===== src/hw/rtl/sart_pkg.sv =====
`default_nettype none
package sart_pkg;
   localparam int Capacity = 256;
   localparam int IdxW = $clog2(Capacity);
   localparam int CntW = IdxW + 1;
   localparam int AddrW = 32;
   localparam int QueueDepth = 2;

   localparam logic [1:0] MODE_ADD = 2'd0;
   localparam logic [1:0] MODE_REPLY = 2'd1;
   localparam logic [1:0] MODE_SEND_FAIL = 2'd2;
   localparam logic [1:0] MODE_FINAL = 2'd3;

   localparam logic [2:0] ST_PENDING = 3'd0;
   localparam logic [2:0] ST_OK = 3'd1;
   localparam logic [2:0] ST_SEND_FAIL = 3'd2;
   localparam logic [2:0] ST_ERROR = 3'd3;
   localparam logic [2:0] ST_NO_REPLY = 3'd4;

   localparam logic CSR_MAX_ENTRIES = 1'b0;
   localparam logic CSR_OWN_ID = 1'b1;

   // Decoded command handed from the front end to the table engine.
   typedef struct packed {
      logic [1:0] mode;
      logic [AddrW-1:0] address;
      logic [7:0] entry_index;
      logic good_reply;
   } cmd_type;

   typedef enum logic [3:0] {
      S_IDLE,
      S_SRCH_RD,
      S_SRCH_CMP,
      S_SHIFT_RD,
      S_SHIFT_WR,
      S_INSERT,
      S_FIN_RD,
      S_FIN_WR,
      S_DONE
   } state_type;
endpackage
`default_nettype wire


===== src/hw/rtl/sart_front.sv =====
`default_nettype none
module sart_front (
   input wire logic clock,
   input wire logic reset,
   input wire logic req_tvalid,
   output logic req_tready,
   input wire logic [73:0] req_tdata,
   input wire logic [15:0] own_id,
   output logic cmd_valid,
   input wire logic cmd_ready,
   output sart_pkg::cmd_type cmd
);
   sart_pkg::cmd_type q_ff [sart_pkg::QueueDepth];
   logic [0:0] wr_ptr_ff, wr_ptr_in, rd_ptr_ff, rd_ptr_in;
   logic [1:0] fill_ff, fill_in;
   sart_pkg::cmd_type cls;
   logic push, pop;

   // Classify the reply check up front so the engine only sees a flag.
   always_comb begin
      cls.mode = req_tdata[1:0];
      cls.address = req_tdata[33:2];
      cls.entry_index = req_tdata[41:34];
      cls.good_reply = (req_tdata[57:42] == own_id) && (req_tdata[65:58] == 8'd0)
         && (req_tdata[73:66] == 8'd0);
   end

   assign req_tready = (fill_ff != 2'(sart_pkg::QueueDepth));
   assign push = req_tvalid && req_tready;
   assign cmd_valid = (fill_ff != 2'd0);
   assign pop = cmd_valid && cmd_ready;
   assign cmd = q_ff[rd_ptr_ff];

   always_comb begin
      wr_ptr_in = push ? wr_ptr_ff + 1'b1 : wr_ptr_ff;
      rd_ptr_in = pop ? rd_ptr_ff + 1'b1 : rd_ptr_ff;
      fill_in = fill_ff + {1'b0, push} - {1'b0, pop};
   end

   always_ff @(posedge clock) begin
      if (reset) begin
         wr_ptr_ff <= '0;
         rd_ptr_ff <= '0;
         fill_ff <= '0;
      end else begin
         wr_ptr_ff <= wr_ptr_in;
         rd_ptr_ff <= rd_ptr_in;
         fill_ff <= fill_in;
      end
   end

   always_ff @(posedge clock) begin
      if (push) begin
         q_ff[wr_ptr_ff] <= cls;
      end
   end

   assert property (@(posedge clock) disable iff (reset)
      fill_ff <= 2'(sart_pkg::QueueDepth)) else $error("queue overfilled");
   assert property (@(posedge clock) disable iff (reset)
      (fill_ff == 2'd0) |-> !cmd_valid) else $error("pop from empty queue");
   assert property (@(posedge clock) disable iff (reset)
      (push && !pop) |=> fill_ff == $past(fill_ff) + 2'd1) else $error("fill lost");
endmodule
`default_nettype wire


===== config.mk =====
export PLATFORM = sky130hd
export DESIGN_NAME = sart_front
export DESIGN_NICKNAME = d
export VERILOG_FILES = /design/src/hw/rtl/sart_pkg.sv /design/src/hw/rtl/sart_front.sv
export SDC_FILE = /design/constraint.sdc
export NUM_CORES = 1
export LEC_CHECK = 0
export ABC_AREA = 1
export BUFFER_PORTS_ARGS = -buffer_cell sky130_fd_sc_hd__buf_4
export CORE_AREA = 4 4 99 101
export DETAILED_ROUTE_END_ITERATION = 16
export DIE_AREA = 0 0 103 105
export PLACE_DENSITY_LB_ADDON = 0.3
export RECOVER_POWER = 50
export SYNTH_ARGS = -nofsm -noshare
export SYNTH_HDL_FRONTEND = slang
export SYNTH_SLANG_ARGS = --single-unit

===== constraint.sdc =====
create_clock -name clock -period 2.9 [get_ports clock]
set_clock_uncertainty 0.2 [all_clocks]
set_input_delay 0.145 -clock clock [delete_from_list [all_inputs] [get_ports clock]]
set_output_delay 0.145 -clock clock [all_outputs]
set_load 0.02 [all_outputs]

After elaboration in Yosys (flattened, before gate mapping). Memories as Yosys holds them, arrays and structs flattened. A register that Yosys moved wholly into a read port is not among the register bits. Cells that the tools add are included.

Word-level logic and storage cells: 21. Memories: 1. Memory bits (writable): 86. Output and inout port bits: 45. Bits in registers: 4. Input bits: 94.

$add $sub $neg: 4. Equality and inequality tests: 2. Mux-type cells: 4. Reductions and logical operators: 7.

Memory list: q_ff (words 2, bits a word 43, rd ports 1, clocked after Yosys merged registers in 1, write ports 1, RTL line sart_front.sv:13) `sart_pkg::cmd_type q_ff [sart_pkg::QueueDepth];`.

Operator list (number): == test 16 bit (1); zero test 8 bit (2); logical AND 1 bit (4); 2-to-1 mux 1 bit (4); adder 1 bit (second input constant) (2); adder 2 x 1 -> 2 bit (1); inequality test 2 bit (second input constant) (1); nonzero test 2 bit (1); subtractor 2 x 1 -> 2 bit (1).

Depth between registers and ports, before layout. Gate-level depths: netlist of the first run.

Depth after elaboration: 4. Depth in mapped cells: 9. Mapped depth without buffers: 9.

Worst setup path before layout of the first run. Ideal clock, no wire load.

Path kind: reg-to-reg. From: register fill_ff[0]. To: memory q_ff[1][0] (netlist name) (enable). Slack: -0.298 ns. Arrival time: 2.553 ns. Data required time: 2.255 ns. Stages on the path, launching flop included: 5. Clock period less this slack: 3.198 ns. Cell sequence: dfxtp_1 > inv_1 > nand2_1 > nand2_1 > nor2_1.

Longest elaborated chain between the ends: 4.

Ends and longest elaborated chain: start, declared (RTL line sart_front.sv:15) `logic [1:0] fill_ff, fill_in;`; start signal, assigned (RTL line sart_front.sv:48) `fill_ff <= fill_in;`; inequality test 2 bit (RTL line sart_front.sv:28) `assign req_tready = (fill_ff != 2'(sart_pkg::QueueDepth));`; named net req_tready (RTL line sart_front.sv:6) `output logic req_tready,`; logical AND 1 bit (RTL line sart_front.sv:29) `assign push = req_tvalid && req_tready;`; 2-to-1 mux 1 bit (RTL line sart_front.sv:53) `if (push) begin`; 2-to-1 mux 1 bit (not written as such) (RTL line sart_front.sv:54) `q_ff[wr_ptr_ff] <= cls;`; end, declared (RTL line sart_front.sv:13).

The timed path passes the listed nets, and every way through them passes these cells.

Worst setup path in the final report of the first run.
From: register fill_ff[0]. To: memory q_ff[0][10] (netlist name) (enable).

Longest elaborated chain between the ends: 4.

Ends and longest elaborated chain (RTL line): inequality test 2 bit (sart_front.sv:28); logical AND 1 bit (sart_front.sv:29); 2-to-1 mux 1 bit (sart_front.sv:53); 2-to-1 mux 1 bit (not written as such) (sart_front.sv:54).

Every way passes these cells.

==> out/metrics.csv, run 1 <==
stage;metric;value;unit
worst_setup_path;slowest stage delay, CP;0.75;ns
floorplanning;IO Pins;139;
clock_tree;# H-tree levels;3;
worst_setup_path;most used cell, CP;nand2_1;
drt;DR WL/cell;13.3;um
timing;Final Max Slew Viols;0;
global_routing;total grt overflow;0;
timing;Final WS setup;0.681;ns
timing;relative slew slack;37.1;%
worst_setup_path;crit path launch;fill_ff[0]$_SDFF_PP0_;
yosys;Yosys warning count;0;
cells_and_area;fill count;685;
yosys;register bit total from synthesis;91;
yosys;ranking of synthesized cells by area;edfxtp_1 66%, mux2_4 15%, nand2_1 4.4%, inv_1 3.2%, dfxtp_1 2.6%;
yosys;cell area after synthesis;3920;um2
drt;Initial DRC Count;52;
yosys;Mapped Nets;349;
clock_tree;clock latency on the worst-skew pair;0.34;ns
yosys;EDFF count, synth;86;
placement;GPL Wtd Cong;0.752;
clock_tree;CTS Buffer Depth;2;
pwr;Gate power share;35.6;%
worst_setup_path;Worst R2R Start;fill_ff[0]$_SDFF_PP0_;
placement;port bufs;138;
timing;worst slew pin tran;0.942;ns
cells_and_area;area delta synth->final;44.3;%
timing;RSZ-0062 raised after global routing;no;
global_routing;initial antenna violation count;0;
pwr;Leakage;2.42;nW
clock_tree;TritonCTS clock tree;yes;
global_routing;global-route total usage across every layer;14.0;%
timing;Hold Vio Cnt, Final;0;
floorplanning;Die ar.;10800;um2
clock_tree;clk sinks;91;
pwr;peak supply drop;0.316;mV
drt;Detail Route Antenna Nets;0;
timing;fin crit period;2.22;ns
run;Max Cap Violations;0;
floorplanning;Core Box Area;9020;um2
worst_setup_path;WS Path Type;reg2reg;
pwr;power share of the clock group;19.3;%
drt;via count;2482;
timing;period utilisation layout;76.5;%
worst_setup_path;Arrival @ worst endpoint;2.07;ns
yosys;Commonest cells post-synth;86 x edfxtp_1, 46 x nand2_1, 40 x mux2_4;
floorplanning;Die Ht;105;um
cells_and_area;number of diodes;0;
pwr;sw frac;30.5;%
drt;TritonRoute pass-1 iters;4;
yosys;Syn Area/Cell;15.5;um2
worst_setup_path;critical path's slowest cell;nor2_2;
yosys;Distinct cells, synth;17;
placement;Post-DP HPWL;5.45;mm
global_routing;via count of the first global-routing pass;2546;
yosys;most frequent cell after synthesis;edfxtp_1;
placement;pre-CTS WS;0.926;ns
timing;# setup viols final;0;
hold_path;Hold Crit Class;in2reg;
yosys;predominant post-synthesis flop cell;edfxtp_1;
global_routing;first-pass GRT wire length;11.4;mm
timing;fmax;451;MHz
pwr;Psw;1.19;mW
clock_tree;Inserted Clock Buffers;9;
worst_setup_path;cells along the critical path;inv_1 > nand2_1 > nand2_1 > nor2_2 > buf_12;
drt;drt drc;0;
drt;Total Routed Length;7.45;mm
yosys;sequential share of the synthesized area;68.4;%
cells_and_area;Total Nets Final;541;
cells_and_area;layout cells sized above 1;42.9;%
pwr;pwr dens;689;nW/um2
yosys;top cell type's share of synthesized area;65.9;%
worst_setup_path;WP data required;2.75;ns
status;status;finished clean;
floorplanning;Initial Utilization;43.5;%
pwr;internal power;2.71;mW
yosys;Yosys top cell by area;edfxtp_1;
floorplanning;floorplan row count;35;
worst_setup_path;crit path max fanout;28;
clock_tree;CTS root buffer;clkbuf_8;
timing;Setup TNS;0;ns
floorplanning;Chip Width;103;um
worst_setup_path;crit path launch type;register;
clock_tree;setup bufs post-CTS;0;
clock_tree;clk slew on worst S/H paths;0.09;ns
hold_path;min-delay src;req_tdata[52];
yosys;async set-or-reset flop fraction in the synthesized netlist;0;%
pwr;sequential power share;45.2;%
global_routing;largest net degree at the start of global routing;32;
drt;vias per cell;4.42;
yosys;Mapped Cells;253;
worst_setup_path;CP Capture Type;register;
==> routing by layer <==
layer / up-vias / routed length (um) / global-route usage [%]
met5: - / 0 / 0
met4: 0 / 85 / 4.16
met1: 1141 / 2790 / 15.1
met2: 81 / 4040 / 25.5
met3: 7 / 539 / 4.67
li1: 1253 / - / -
==> critical path, delay by kind of cell, from the launching register on <==
kind | cells | cell delay (ns)
buffers and inverters | 2 | 0.35
flip-flops | 1 | 0.36
AND/OR/NAND/NOR | 3 | 1.01
==> layout make-up <==
| class | count | area [um2] | area share (%) |
|---|---|---|---|
| sequential | 91 | 2680 | 47.4 |
| timing repair buffer | 186 | 1500 | 26.6 |
| multi-input combinational | 124 | 1030 | 18.2 |
| tap | 111 | 139 | 2.46 |
| clock buffer | 9 | 124 | 2.19 |
| inverter | 33 | 124 | 2.19 |
| clock inverter | 7 | 51.3 | 0.907 |
==> final timing paths <==
| path | to | slack (ns) | cells after the start |
|---|---|---|---|
| max | q_ff[0][10]$_DFFE_PP_ | 0.68 | 5 |
| min | q_ff[0][0]$_DFFE_PP_ | 0.08 | 6 |
| max reg2reg | q_ff[0][10]$_DFFE_PP_ | 0.68 | 5 |
| min reg2reg | rd_ptr_ff$_SDFFE_PP0P_ | 0.36 | 2 |
==> stage by stage <==
stage	power (mW)	utilization [%]	cell area, um2	cells	hold WS (ns)
2_1_floorplan	2.68	-	3930	253	0.0162
5_1_grt	4.11	62.7	5660	561	0.0746
3_5_place_dp	3.18	56.4	5090	501	0.133
3_3_place_gp	3.15	56.4	5090	501	0.130
6_report	3.90	62.7	5660	561	0.0757
4_1_cts	3.97	63.2	5700	561	0.0577
==> repair_timing <==
action                                 in CTS  in global routing
endpoints found under the hold margin      89                  0
hold buffers                               44                  0
resized for setup                           0                  0
==> power by group through the flow <==
stage	Clock [mW]	Sequential, mW	Combinational [mW]
floorplan	0	1.75	0.937
global placement	0	1.79	1.36
detailed placement	0	1.80	1.38
CTS	0.777	1.77	1.43
global route	0.850	1.78	1.48
finish	0.751	1.76	1.39
==> cells in the final DEF, fill, tap and decap left out, types with 2 or more instances in the layout <==
master / netlist / final
inv_6: 0 / 2
dfxtp_1: 5 / 4
clkbuf_8: 0 / 9
nor2_1: 16 / 14
nor3b_1: 3 / 3
inv_1: 33 / 33
clkinv_2: 0 / 3
edfxtp_1: 86 / 86
mux2_4: 40 / 40
ha_1: 2 / 2
nand2_1: 46 / 46
mux2_2: 3 / 3
buf_12: 4 / 3
buf_4: 0 / 94
xnor2_1: 9 / 9
clkbuf_4: 0 / 34
clkbuf_1: 0 / 11
dlygate4sd3_1: 0 / 44
==> sequential cells by signal, summed over array words and instances (netlist names), named ones only <==
register and flops:
fill_ff 2, rd_ptr_ff 1, wr_ptr_ff 1, q_ff 86
==> cell families after synthesis <==
group | Yosys count | share of synthesized area, %
buffers and inverters | 38 | 5.49
XOR/XNOR | 9 | 2.01
multiplexers | 43 | 16.2
adder cells (fa/ha/maj) | 2 | 0.638
flip-flops | 91 | 68.4
AND/OR/NAND/NOR | 68 | 6.93
AO/OA/AOI/OAI | 2 | 0.319
Note: power is estimated with default switching activity, not from simulation.
==> inputs of run 2 (changes only) <==
Settings changed: ABC_AREA 1 to 0, CORE_AREA 4 4 99 101 to 4 4 95 97, DIE_AREA 0 0 103 105 to 0 0 99 101.
Clock period 2.9 ns to 2 ns, I/O delays scaled along.
==> run 2 against run 1 <==
Final area is 2.3% lower. Core utilization is 5.2 points higher. Synthesized cell count is 27% lower. Largest power group unchanged. Fmax is 16% higher. Sequential power is 41% higher. Sequential share of layout area is 1.2 points higher. Power is 47% higher. Sequential cell count stayed put. Wire length is 9.6% higher.
==> out/metrics.csv, run 2 <==
stage;metric;value;unit
yosys;Commonest cells post-synth;86 x edfxtp_1, 43 x mux2_2, 14 x xor2_1;
drt;Initial DRC Count;43;
global_routing;first-pass GRT wire length;13.0;mm
placement;Area after DPL;4740;um2
drt;drt drc;0;
yosys;predominant post-synthesis flop cell;edfxtp_1;
timing;Setup TNS;0;ns
placement;GPL Wtd Cong;0.676;
yosys;Mapped Cells;184;
pwr;peak supply drop;0.545;mV
yosys;Yosys top cell by area;edfxtp_1;
global_routing;total grt overflow;0;
clock_tree;Inserted Clock Buffers;9;
yosys;top cell type's share of synthesized area;72.6;%
clock_tree;clk sinks;91;
yosys;Mapped Nets;280;
worst_setup_path;WS Path Type;reg2reg;
global_routing;global-route total usage across every layer;17.2;%
cells_and_area;area delta synth->final;55.4;%
floorplanning;Core Box Area;8130;um2
timing;worst slew pin tran;0.390;ns
placement;Post-DP HPWL;5.10;mm
timing;Final Max Slew Viols;0;
yosys;ranking of synthesized cells by area;edfxtp_1 73%, mux2_2 14%, xor2_1 3.4%, dfxtp_1 2.8%, buf_6 1.3%;
yosys;Yosys warning count;0;
timing;relative slew slack;74.0;%
drt;Detail Route Antenna Nets;0;
worst_setup_path;Arrival @ worst endpoint;1.98;ns
drt;DR WL/cell;16.1;um
cells_and_area;number of flip-flops in the largest register;86;
timing;# setup viols final;0;
worst_setup_path;crit path max fanout;3;
timing;fin crit period;1.92;ns
cells_and_area;most common cell after layout, fill and taps aside;buf_4;
global_routing;largest net degree at the start of global routing;32;
clock_tree;clock latency on the worst-skew pair;0.36;ns
worst_setup_path;WP data required;2.06;ns
drt;Total Routed Length;8.17;mm
floorplanning;Die Ht;101;um
floorplanning;Initial Utilization;43.7;%
cells_and_area;Top Registers;q_ff x86, fill_ff x2;
floorplanning;Die ar.;10000;um2
global_routing;via count of the first global-routing pass;2769;
cells_and_area;number of diodes;0;
timing;Hold Vio Cnt, Final;0;
drt;vias per cell;4.67;
cells_and_area;Total Nets Final;492;
timing;period utilisation layout;95.8;%
clock_tree;CTS root buffer;clkbuf_8;
floorplanning;floorplan row count;33;
floorplanning;Chip Width;99;um
global_routing;initial antenna violation count;0;
drt;TritonRoute pass-1 iters;4;
yosys;register bit total from synthesis;91;
floorplanning;IO Pins;139;
cells_and_area;most frequent cells in the layout;101 x buf_4, 86 x edfxtp_1, 61 x dlygate4sd3_1;
clock_tree;# H-tree levels;3;
pwr;Leakage;2.16;nW
hold_path;Hold Crit Class;in2reg;
cells_and_area;fin area;5530;um2
cells_and_area;most flop-heavy register;q_ff;
timing;fmax;522;MHz
placement;port bufs;138;
drt;via count;2363;
worst_setup_path;CP Capture Type;register;
cells_and_area;layout cells sized above 1;49.6;%
clock_tree;clk slew on worst S/H paths;0.10;ns
yosys;Syn Area/Cell;19.3;um2
yosys;EDFF count, synth;86;
run;Max Cap Violations;0;
clock_tree;CTS Buffer Depth;2;
yosys;sequential share of the synthesized area;75.4;%
yosys;cell area after synthesis;3560;um2
clock_tree;TritonCTS clock tree;yes;
worst_setup_path;crit path launch type;register;
yosys;Distinct cells, synth;21;
yosys;most frequent cell after synthesis;edfxtp_1;
status;status;finished clean;
pwr;pwr dens;1040;nW/um2
yosys;async set-or-reset flop fraction in the synthesized netlist;0;%
==> run 2: power by group <==
group	total [mW]	internal, mW	switching (mW)
Clock	1.28	0.605	0.674
Combinational	1.97	0.982	0.983
Sequential	2.49	2.42	0.0773
Total	5.74	4.00	1.73
==> run 2: final cells by class <==
cell class	count	area, um2
flip-flops and latches	91	2690
fillers	577	2610
repair buffers	206	1670
clock inverters	6	76.3
clock buffers	10	128
inverters	1	3.75
well taps	105	131
multi-input cells	87	831
==> run 2: repair_timing <==
action                     CTS  global route
hold endpoints to repair    91             0
gates resized for setup      0             2
setup endpoints to repair    0            22
hold buffers                61             0
setup buffers                0             1
==> run 2: metal layers <==
metal / vias to the layer above / part of all wire (%) / GRT usage, %
met2: 103 / 54 / 31.9
met5: - / 0 / 0
met1: 1116 / 37 / 18.3
li1: 1136 / - / -
met4: 0 / 1.6 / 6.93
met3: 8 / 7.1 / 4.78
==> run 2: worst max-delay path: stages (launching register included) <==
cell,delay (ns)
dfxtp_2,0.35
or2_1,0.23
and2_4,0.18
ha_1,0.27
inv_1,0.04
ha_1,0.18
xor2_1,0.19
xnor2_1,0.13
nor2_1,0.06
==> run 2: kinds of logic (layout without fill, tap and decap cells) <==
kind of cell             Yosys count  count (layout)  share of synthesized area, %
XOR/XNOR                          20              20                          5.14
multiplexers                      43              43                          13.6
AND/OR/NAND/NOR                   22              22                          3.59
adder cells (fa/ha/maj)            2               2                         0.704
buffers and inverters              6             223                          1.51
flip-flops                        91              91                          75.4
==> run 2: worst paths after layout <==
kind                         start               endpoint  slack [ns]  cells after the start
max          fill_ff[1]$_SDFF_PP0_  fill_ff[1]$_SDFF_PP0_        0.08                      8
max reg2reg  fill_ff[1]$_SDFF_PP0_  fill_ff[1]$_SDFF_PP0_        0.08                      8
min reg2reg  fill_ff[1]$_SDFF_PP0_  fill_ff[1]$_SDFF_PP0_        0.34                      2
min                     own_id[12]   q_ff[1][0]$_DFFE_PP_        0.11                      5
==> run 2: metrics by stage <==
stage                     hold WS [ns]  setup slack, ns  cells  power (mW)  util, %
after floorplan                -0.0284           0.0582    184        3.65        -
after global placement          0.0849            0.156    428        4.39     58.3
after detailed placement        0.0875           0.0876    428        4.42     58.3
after CTS                       0.0962           0.0299    505        5.80     68.3
after global routing             0.118         -0.00518    506        6.04     67.9
final                            0.112           0.0846    506        5.74     67.9
